==> config.mk <==
export PLATFORM = sky130hd
export DESIGN_NAME = gtgs_alu
export DESIGN_NICKNAME = d
export VERILOG_FILES = /design/src/sv/gtgs_pkg.sv /design/src/sv/gtgs_alu.sv
export SDC_FILE = /design/constraint.sdc
export NUM_CORES = 1
export LEC_CHECK = 0
export ABC_AREA = 1
export ABC_CLOCK_PERIOD_IN_PS = 2900
export BUFFER_PORTS_ARGS = -buffer_cell sky130_fd_sc_hd__buf_2
export CORE_AREA = 4 4 41 43
export DETAILED_ROUTE_END_ITERATION = 8
export DIE_AREA = 0 0 45 47
export GPL_ROUTABILITY_DRIVEN = 0
export PLACE_DENSITY_LB_ADDON = 0.25
export SETUP_SLACK_MARGIN = 0.05
export SYNTH_ARGS = -nofsm -noshare
export SYNTH_HDL_FRONTEND = slang
export SYNTH_SLANG_ARGS = --single-unit
==> constraint.sdc <==
create_clock -name vclk -period 2.9
set_input_delay 0.435 -clock vclk [all_inputs]
set_output_delay 0.435 -clock vclk [all_outputs]
set_load 0.03 [all_outputs]
==> src/sv/gtgs_pkg.sv <==
// Shared constants, codes and types of the grain topple grid sweep block.
package gtgs_pkg;

  // Grid geometry; a cell address is {row, col}
  localparam int GRID_SIZE = 32;
  localparam int COORD_W   = (GRID_SIZE > 1) ? $clog2(GRID_SIZE) : 1;
  localparam int ADDR_W    = 2 * COORD_W;
  localparam int DEPTH     = 2 ** ADDR_W;
  localparam logic [COORD_W-1:0] COORD_LAST = COORD_W'(GRID_SIZE - 1);

  // Field widths
  localparam int CELL_W  = 8;
  localparam int COUNT_W = 14;
  localparam int SWEEP_W = 4;
  localparam int FIELD_W = 5;
  localparam int IN_W    = 24;
  localparam int OUT_W   = 24;
  localparam int OUT_PAD = OUT_W - CELL_W - COUNT_W;
  localparam int CFG_W   = 5;

  // Arithmetic constants
  localparam logic [CELL_W-1:0]  CELL_MAX     = 8'd255;
  localparam logic [CELL_W-1:0]  TOPPLE_LIMIT = 8'd3;
  localparam logic [CELL_W-1:0]  TOPPLE_LOSS  = 8'd4;
  localparam logic [COUNT_W-1:0] COUNT_MAX    = 14'd16383;
  localparam logic [SWEEP_W-1:0] MAX_SWEEPS   = 4'd8;

  // Register reset values
  localparam logic [FIELD_W-1:0] DROP_ROW_RESET = 5'd16;
  localparam logic [FIELD_W-1:0] DROP_COL_RESET = 5'd16;
  localparam logic [SWEEP_W-1:0] SWEEPS_RESET   = 4'd4;

  // Configuration register indexes
  typedef enum logic [1:0] {
    REG_DROP_ROW = 2'd0,
    REG_DROP_COL = 2'd1,
    REG_SWEEPS   = 2'd2,
    REG_UNUSED   = 2'd3
  } reg_idx_t;

  // Command codes
  typedef enum logic [1:0] {
    CMD_DROP = 2'd0,
    CMD_READ = 2'd1,
    CMD_FILL = 2'd2,
    CMD_NONE = 2'd3
  } cmd_t;

  // Cell unit operations
  typedef enum logic [0:0] {
    ALU_GAIN   = 1'b0,
    ALU_TOPPLE = 1'b1
  } alu_op_t;

  typedef struct packed {
    logic [CELL_W-1:0] value;
    logic              fire;
  } alu_res_t;

endpackage

==> src/sv/gtgs_alu.sv <==
// Shared cell unit: saturating grain gain, or topple test and grain loss.
module gtgs_alu
  import gtgs_pkg::*;
(
  input  alu_op_t           op,
  input  logic [CELL_W-1:0] operand,
  output alu_res_t          res
);

  // Select gain or topple on the cell word
  always_comb begin
    case (op)
      ALU_TOPPLE: begin
        res.fire  = operand > TOPPLE_LIMIT;
        res.value = operand - TOPPLE_LOSS;
      end
      default: begin
        res.fire  = 1'b0;
        res.value = (operand == CELL_MAX) ? CELL_MAX : operand + 8'd1;
      end
    endcase
  end

endmodule

==> impl_metrics.csv, run 1 <==
group,metric,value,unit
timing,fin_hold_ws,1.23,ns
synthesis,postSynthAreaPerCell,5.02,sq um
layout,final_cells,111,
power,powerDensity,177,mW/mm^2
worst_hold_path,hp-start,"operand[0]",
cts,post_cts_resized,0,
layout,nClkBuffers,0,
critical_path,cp-end-kind,"output pin",
synthesis,syn_nets,91,
placed_design,numPortBuffers,18,
critical_path,cp_max_fo,5,
cts,hold_buffers,0,
floorplanning,initial_core_util,0.301,
drt,postRouteAntennaNets,0,
floorplanning,boundaryPins,18,
floorplanning,coreArea,0.00130,sq mm
global_routing,grtUsageTotal,0.106,
synthesis,synth_area,392,sq um
timing,rsz0062_at_grt,"false",
timing,layout_setup_ws,0.932,ns
power,ir_drop,0.0000568,V
critical_path,crit_type,"primary input to output pin",
drt,avgViaCountPerCell,4.82,
critical_path,required,2.47,ns
synthesis,ys_seq_area_frac,0,
layout,fin_nets,111,
critical_path,slowest_stage,"buf_2",
global_routing,grt_max_degree,10,
floorplanning,die_x,45,microns
critical_path,cpPeakStageDelay,0.20,ns
timing,fin_setup_tns,0,ns
critical_path,worstSetupStartpoint,"operand[0]",
timing,worst_slew_pin_slew,0.177,ns
power,p_leak,0.296,nW
floorplanning,dieArea,0.00212,sq mm
critical_path,worstSetupStartpointType,"primary input",
placed_design,dp.cells,111,
layout,diodes,0,
timing,slew_viol_final,0,
cts,cts_setup_buffers,0,
drt,num_vias,535,
worst_hold_path,hold_class,"primary input to output pin",
drt,drc,0,
timing,timing.final.crit_share,0.679,
layout,nFillCells,162,
layout,area_delta_synth_final,27.8,%
global_routing,grt_pass1_vias,438,
critical_path,crit_chain,"buf_2 -> ha_1 -> nand2_1 -> nor2_4 -> nand3_2 -> nand2_2 -> nor2_1 -> nor2_1 -> buf_2",
drt,first_pass_iters,4,
timing,setup_viol,0,
layout,final_layout_size_suffix_gt1_frac,0.240,
global_routing,antenna_found_initial,0,
critical_path,arrival,1.53,ns
synthesis,post_synth_num_cell_types,18,
timing,hold_viol,0,
drt,drt_iter0_drc,6,
global_routing,grt_overflow,0,
drt,wire_per_inst,9.58,microns
status,outcome,"finished, final reports clean",
floorplanning,core.rowCount,13,
layout,final-seq-area,0,sq um
timing,fmax,508,MHz
timing,period_needed,1.97,ns
global_routing,grt_first_pass_wirelength,1.79,mm
placed_design,dp_hpwl,903,microns
timing,slew_headroom,0.882,
layout,nFlopsAndLatches,0,
floorplanning,die_height,47,microns
synthesis,yosys_warnings,0,
placed_design,pre_cts_ws,0.926,ns
synthesis,synthCells,78,
run,cap_violations,0,
drt,routed_wl,1.06,mm
[per-stage QoR]
step | utilization | total power, mW | instance area (sq um)
global placement | 0.385 | 0.0893 | 500
detailed placement | 0.385 | 0.0896 | 500
finish | 0.385 | 0.0886 | 500
floorplan | - | 0.0592 | 392
global route | 0.385 | 0.0986 | 500
CTS | 0.385 | 0.0898 | 500
[critical path: cells and delay by family]
kind,cells,cell delay [ns]
fa+ha+maj,1,0.19
buf+inv,2,0.32
simple gates,6,0.58
[cell usage in the layout (no fill, tap or decap), drive strengths merged]
cell / n
xnor2: 1
buf: 18
o21bai: 1
a31oi: 1
nor3: 1
nor2: 16
a21oi: 1
nand4: 2
xor2: 3
o21ai: 3
nand2: 24
inv: 12
ha: 4
nand3: 9
[cell families after synthesis]
family / share of synthesized area
AO/OA/AOI/OAI: 0.0863
XOR/XNOR: 0.0895
adder cells (fa/ha/maj): 0.128
buffers and inverters: 0.115
AND/OR/NAND/NOR: 0.581
[synthesized netlist by cell type]
cell type  count  area, sq um
inv_1         10         37.5
xnor2_1        1         8.76
nand2_1       23         86.3
nor2_4         1         11.3
nor2_1        15         56.3
o21ai_0        2         10.0
o21bai_1       1         7.51
ha_1           4         50.1
nand3_1        8         40.0
nand2_2        1         6.26
a21oi_1        1         5.00
nand4_1        2         12.5
xor2_1         3         26.3
inv_2          2         7.51
o21ai_1        1         5.00
nor3_1         1         5.00
a31oi_1        1         6.26
nand3_2        1         10.0
[final cells by class]
class | count | area [sq um] | area share
inverters | 12 | 45.0 | 0.0900
multi-input cells | 66 | 347 | 0.692
well taps | 15 | 18.8 | 0.0375
repair buffers | 18 | 90.1 | 0.180
[path summary, 6_finish.rpt]
check      to  cells after the start  slack [ns]
min    res[1]                      3        1.23
max    res[4]                      9        0.93
[power breakdown]
group	total [mW]	switching, mW	internal [mW]
clock	0	0	0
sequential	0	0	0
combinational	0.0886	0.0608	0.0278
total	0.0886	0.0608	0.0278
[metal layers]
layer,track usage,vias up,wire [microns]
met5,0,-,0
met4,0,0,0
met3,0.00766,0,92
met2,0.186,16,501
met1,0.151,236,469
li1,-,283,-
Note: power is estimated with default switching activity, not from simulation.
==> run 2, diff against run 1 <==
Settings changed: ABC_AREA 1 to 0, ABC_CLOCK_PERIOD_IN_PS 2900 to 1800.
Clock period 2.9 ns to 1.8 ns, I/O delays scaled along.
==> run 2 against run 1 <==
Synthesized cell count down 24%; non-clock buffer count rose by 13; area after synthesis is 3.8% lower; routed wire length grew 7.9%; via count down 3.9%; sequential cell count is the same; power is 94% higher; cell area grew 31%; sequential share of layout area did not move; critical endpoint is now res[3].
==> impl_metrics.csv, run 2 <==
group,metric,value,unit
status,outcome,"finished, final reports clean",
synthesis,postSynthAreaPerCell,6.38,sq um
timing,setup_viol,0,
global_routing,grtUsageTotal,0.122,
synthesis,yosys_warnings,0,
timing,slew_viol_final,0,
timing,worst_slew_pin_slew,0.276,ns
timing,fmax,582,MHz
power,p_leak,0.316,nW
floorplanning,initial_core_util,0.289,
synthesis,syn_nets,72,
synthesis,synth_common_cells,"nand2_1 (8), nor2_1 (8), nor3_1 (5), ha_1 (4), inv_1 (4)",
floorplanning,dieArea,0.00212,sq mm
timing,rsz0062_at_grt,"true",
global_routing,grt_max_degree,11,
critical_path,cp-end-kind,"output pin",
run,cap_violations,0,
global_routing,antenna_found_initial,0,
floorplanning,die_x,45,microns
placed_design,place_area,566,sq um
drt,drc,0,
placed_design,numPortBuffers,18,
critical_path,arrival,1.45,ns
synthesis,synthCells,59,
layout,final_cell_mix,"buf_4 (17), buf_2 (12), nor2_1 (8)",
drt,routed_wl,1.15,mm
critical_path,cp_max_fo,3,
power,fin_total_pwr,171,uW
synthesis,synth_area,377,sq um
drt,avgViaCountPerCell,5.04,
power,ir_drop,0.000136,V
floorplanning,die_height,47,microns
drt,num_vias,514,
critical_path,worstSetupStartpointType,"primary input",
drt,drt_iter0_drc,4,
floorplanning,coreArea,0.00130,sq mm
layout,final_common_cell,"buf_4",
placed_design,dp_hpwl,854,microns
timing,timing.final.crit_share,0.955,
timing,period_needed,1.72,ns
worst_hold_path,hold_class,"primary input to output pin",
cts,hold_buffers,0,
global_routing,grt_overflow,0,
layout,fin_util,0.506,
layout,final-seq-area,0,sq um
synthesis,synth.top_cell.area_share,0.133,
drt,postRouteAntennaNets,0,
drt,first_pass_iters,2,
layout,stdcell_area,658,sq um
floorplanning,core.rowCount,13,
synthesis,ys_seq_area_frac,0,
critical_path,crit_type,"primary input to output pin",
timing,slew_headroom,0.816,
layout,diodes,0,
layout,fin_nets,102,
floorplanning,boundaryPins,18,
layout,nClkBuffers,0,
critical_path,required,1.53,ns
global_routing,grt_pass1_vias,499,
layout,nFlopsAndLatches,0,
synthesis,post_synth_num_cell_types,29,
drt,wire_per_inst,11.2,microns
layout,area_delta_synth_final,74.8,%
power,powerDensity,261,mW/mm^2
layout,final_layout_size_suffix_gt1_frac,0.529,
synthesis,ys_top_cells_by_area,"ha_1 (13%), nand2_1 (8.0%), nor2_1 (8.0%), nor3_1 (6.6%), a21oi_2 (4.7%)",
synthesis,yosysTopAreaCell,"ha_1",
layout,nFillCells,143,
timing,hold_viol,0,
layout,multi_input_comb_area,414,sq um
global_routing,grt_first_pass_wirelength,2.01,mm
[run 2: repair_timing]
action	CTS	global route
gates resized for setup	7	13
buffers inserted	0	1
endpoints found under the setup margin	2	4
pin swaps	0	6
[run 2: cells by family (layout without fill, tap and decap cells)]
logic type / Yosys count / after routing / share of synthesized area
compound gates: 15 / 15 / 0.279
xor+xnor: 1 / 1 / 0.0233
fa+ha+maj: 4 / 4 / 0.133
buf+inv: 7 / 35 / 0.103
mux: 1 / 1 / 0.0266
simple gates: 31 / 31 / 0.435
[run 2: layout make-up]
cell class / instances / area share
inverter: 4 / 0.0228
multi-input combinational: 52 / 0.629
tap: 15 / 0.0285
timing repair buffer: 31 / 0.319
[run 2: path summary, 6_finish.rpt]
path | cells after the start | endpoint | from | slack [ns]
min | 3 | res[6] | operand[5] | 0.96
max | 7 | res[3] | operand[3] | 0.08
[run 2: per-stage QoR]
stage	hold WS [ns]	TNS [ns]	setup slack [ns]	std cells
global placement	0.959	-0.0130	-0.00972	101
CTS	0.950	0	0.0553	101
global route	0.976	0	0.0375	102
floorplan	0.636	0	0.0646	59
detailed placement	0.956	-0.0552	-0.0302	101
finish	0.956	0	0.0818	102
[run 2: per-layer routing]
layer | part of all wire | routed length [microns] | vias up | global-route usage
li1 | - | - | 267 | -
met1 | 0.39 | 449 | 232 | 0.157
met2 | 0.53 | 610 | 13 | 0.223
met3 | 0.061 | 70 | 2 | 0.00766
met4 | 0.015 | 17 | 0 | 0.0234
met5 | 0 | 0 | - | 0
[run 2: where the power goes]
group / switching [mW] / internal [mW] / total, mW
Sequential: 0 / 0 / 0
Clock: 0 / 0 / 0
Combinational: 0.0981 / 0.0733 / 0.171
[run 2: critical path, cell delays in order]
cell and delay (ns):
buf_2 0.12, ha_4 0.14, nand2_1 0.07, or3_4 0.39
a21o_1 0.17, a21oi_2 0.14, buf_6 0.14
==> run 3, diff against run 2 <==
Settings changed: ABC_AREA 0 to 1, ABC_CLOCK_PERIOD_IN_PS 1800 to 1700, PLACE_DENSITY set to 0.51, PLACE_DENSITY_LB_ADDON 0.25 to unset.
Clock period 1.8 ns to 1.7 ns, I/O delays scaled along.
==> run 3 against run 2 <==
Worst setup slack better by 0.072 ns; hold slack worse by 0.084 ns; critical path depth is 2 higher; global-route usage is 1.1 points lower; via count is 3.3% higher; non-clock buffer count is 13 lower; critical path type unchanged; largest cell class unchanged.
==> impl_metrics.csv, run 3 (synthesis gave the netlist of run 1 again) <==
group,metric,value,unit
critical_path,crit_type,"primary input to output pin",
drt,avgViaCountPerCell,4.78,
layout,final_cell_mix,"nand2_1 (22), nor2_1 (15), buf_2 (12)",
timing,slew_headroom,0.880,
timing,slew_viol_final,0,
placed_design,place_area,500,sq um
timing,worst_slew_pin_slew,0.179,ns
floorplanning,die_x,45,microns
run,cap_violations,0,
layout,fin_util,0.411,
layout,diodes,0,
drt,first_pass_iters,4,
drt,postRouteAntennaNets,0,
layout,nFlopsAndLatches,0,
placed_design,dp_hpwl,909,microns
drt,drt_iter0_drc,15,
timing,rsz0062_at_grt,"false",
drt,drc,0,
floorplanning,initial_core_util,0.301,
floorplanning,coreArea,0.00130,sq mm
drt,wl_met2,525,microns
timing,fin_hold_ws,0.872,ns
timing,fin_setup_tns,0,ns
timing,fmax,647,MHz
global_routing,grt_first_pass_wirelength,1.84,mm
placed_design,numPortBuffers,18,
power,ir_drop,0.000112,V
critical_path,required,1.44,ns
timing,period_needed,1.55,ns
layout,final-seq-area,0,sq um
timing,hold_viol,0,
drt,num_vias,531,
power,fin_total_pwr,163,uW
global_routing,grt_max_degree,10,
drt,wire_per_inst,9.78,microns
layout,area_delta_synth_final,36.4,%
critical_path,cp-end-kind,"output pin",
global_routing,grt_pass1_vias,458,
timing,timing.final.crit_share,0.910,
critical_path,arrival,1.29,ns
global_routing,antenna_found_initial,0,
floorplanning,boundaryPins,18,
critical_path,cp_max_fo,6,
drt,top_layer,"met3",
layout,final_layout_size_suffix_gt1_frac,0.271,
cts,hold_buffers,0,
layout,final_common_cell,"nand2_1",
status,outcome,"finished, final reports clean",
floorplanning,dieArea,0.00212,sq mm
worst_hold_path,hold_class,"primary input to output pin",
critical_path,worstSetupStartpointType,"primary input",
drt,routed_wl,1.09,mm
floorplanning,core.rowCount,13,
timing,setup_viol,0,
layout,fin_nets,111,
power,p_leak,0.303,nW
global_routing,grt_overflow,0,
global_routing,grtUsageTotal,0.111,
drt,wirelength_met1,486,microns
floorplanning,die_height,47,microns
power,powerDensity,305,mW/mm^2
drt,route.met3.wl,73,microns
layout,nClkBuffers,0,
layout,stdcell_area,534,sq um
==> run 3: changes by cell type in the layout (fill, tap and decap cells not counted), moves of 3 or more <==
cell | previous run | this run
xor2_1 | 0 | 3
a21oi_2 | 3 | 0
nand2_1 | 7 | 22
nor2_1 | 8 | 15
buf_4 | 17 | 4
nand3_1 | 1 | 8
inv_1 | 4 | 10
==> run 3: critical path: stages <==
cell      delay, ns
clkbuf_4       0.14
ha_1           0.16
nand2_2        0.07
nor2_4         0.15
nand3_2        0.09
nand2_1        0.09
nand2_1        0.04
o21ai_0        0.06
buf_2          0.22
==> run 3: final cells by class <==
type	count	area (sq um)
fillers	169	767
inverters	12	45.0
multi-input cells	66	365
well taps	15	18.8
repair buffers	18	105
==> run 3: routing by layer <==
metal / vias up / track usage
met5: - / 0
li1: 284 / -
met3: 0 / 0.00383
met2: 15 / 0.203
met1: 232 / 0.153
met4: 0 / 0
==> run 3: final timing paths <==
kind	start	end	slack, ns	cells after the start
worst max-delay path	operand[2]	res[5]	0.15	9
worst min-delay path	operand[0]	res[1]	0.87	3
==> run 3: power breakdown <==
group / switching, mW / total, mW / internal, mW
Sequential: 0 / 0 / 0
Clock: 0 / 0 / 0
Combinational: 0.107 / 0.163 / 0.0560
==> run 3: timing repair <==
action	4_1_cts	5_1_grt
endpoints found under the setup margin	0	7
setup buffers	0	0
endpoints found under the hold margin	0	0
resized for setup	0	14
==> run 3: stage by stage <==
step / worst slack, ns / instances
floorplan: 0.125 / 78
global placement: 0.132 / 111
detailed placement: 0.101 / 111
CTS: 0.0913 / 111
global route: 0.0550 / 111
finish: 0.154 / 111
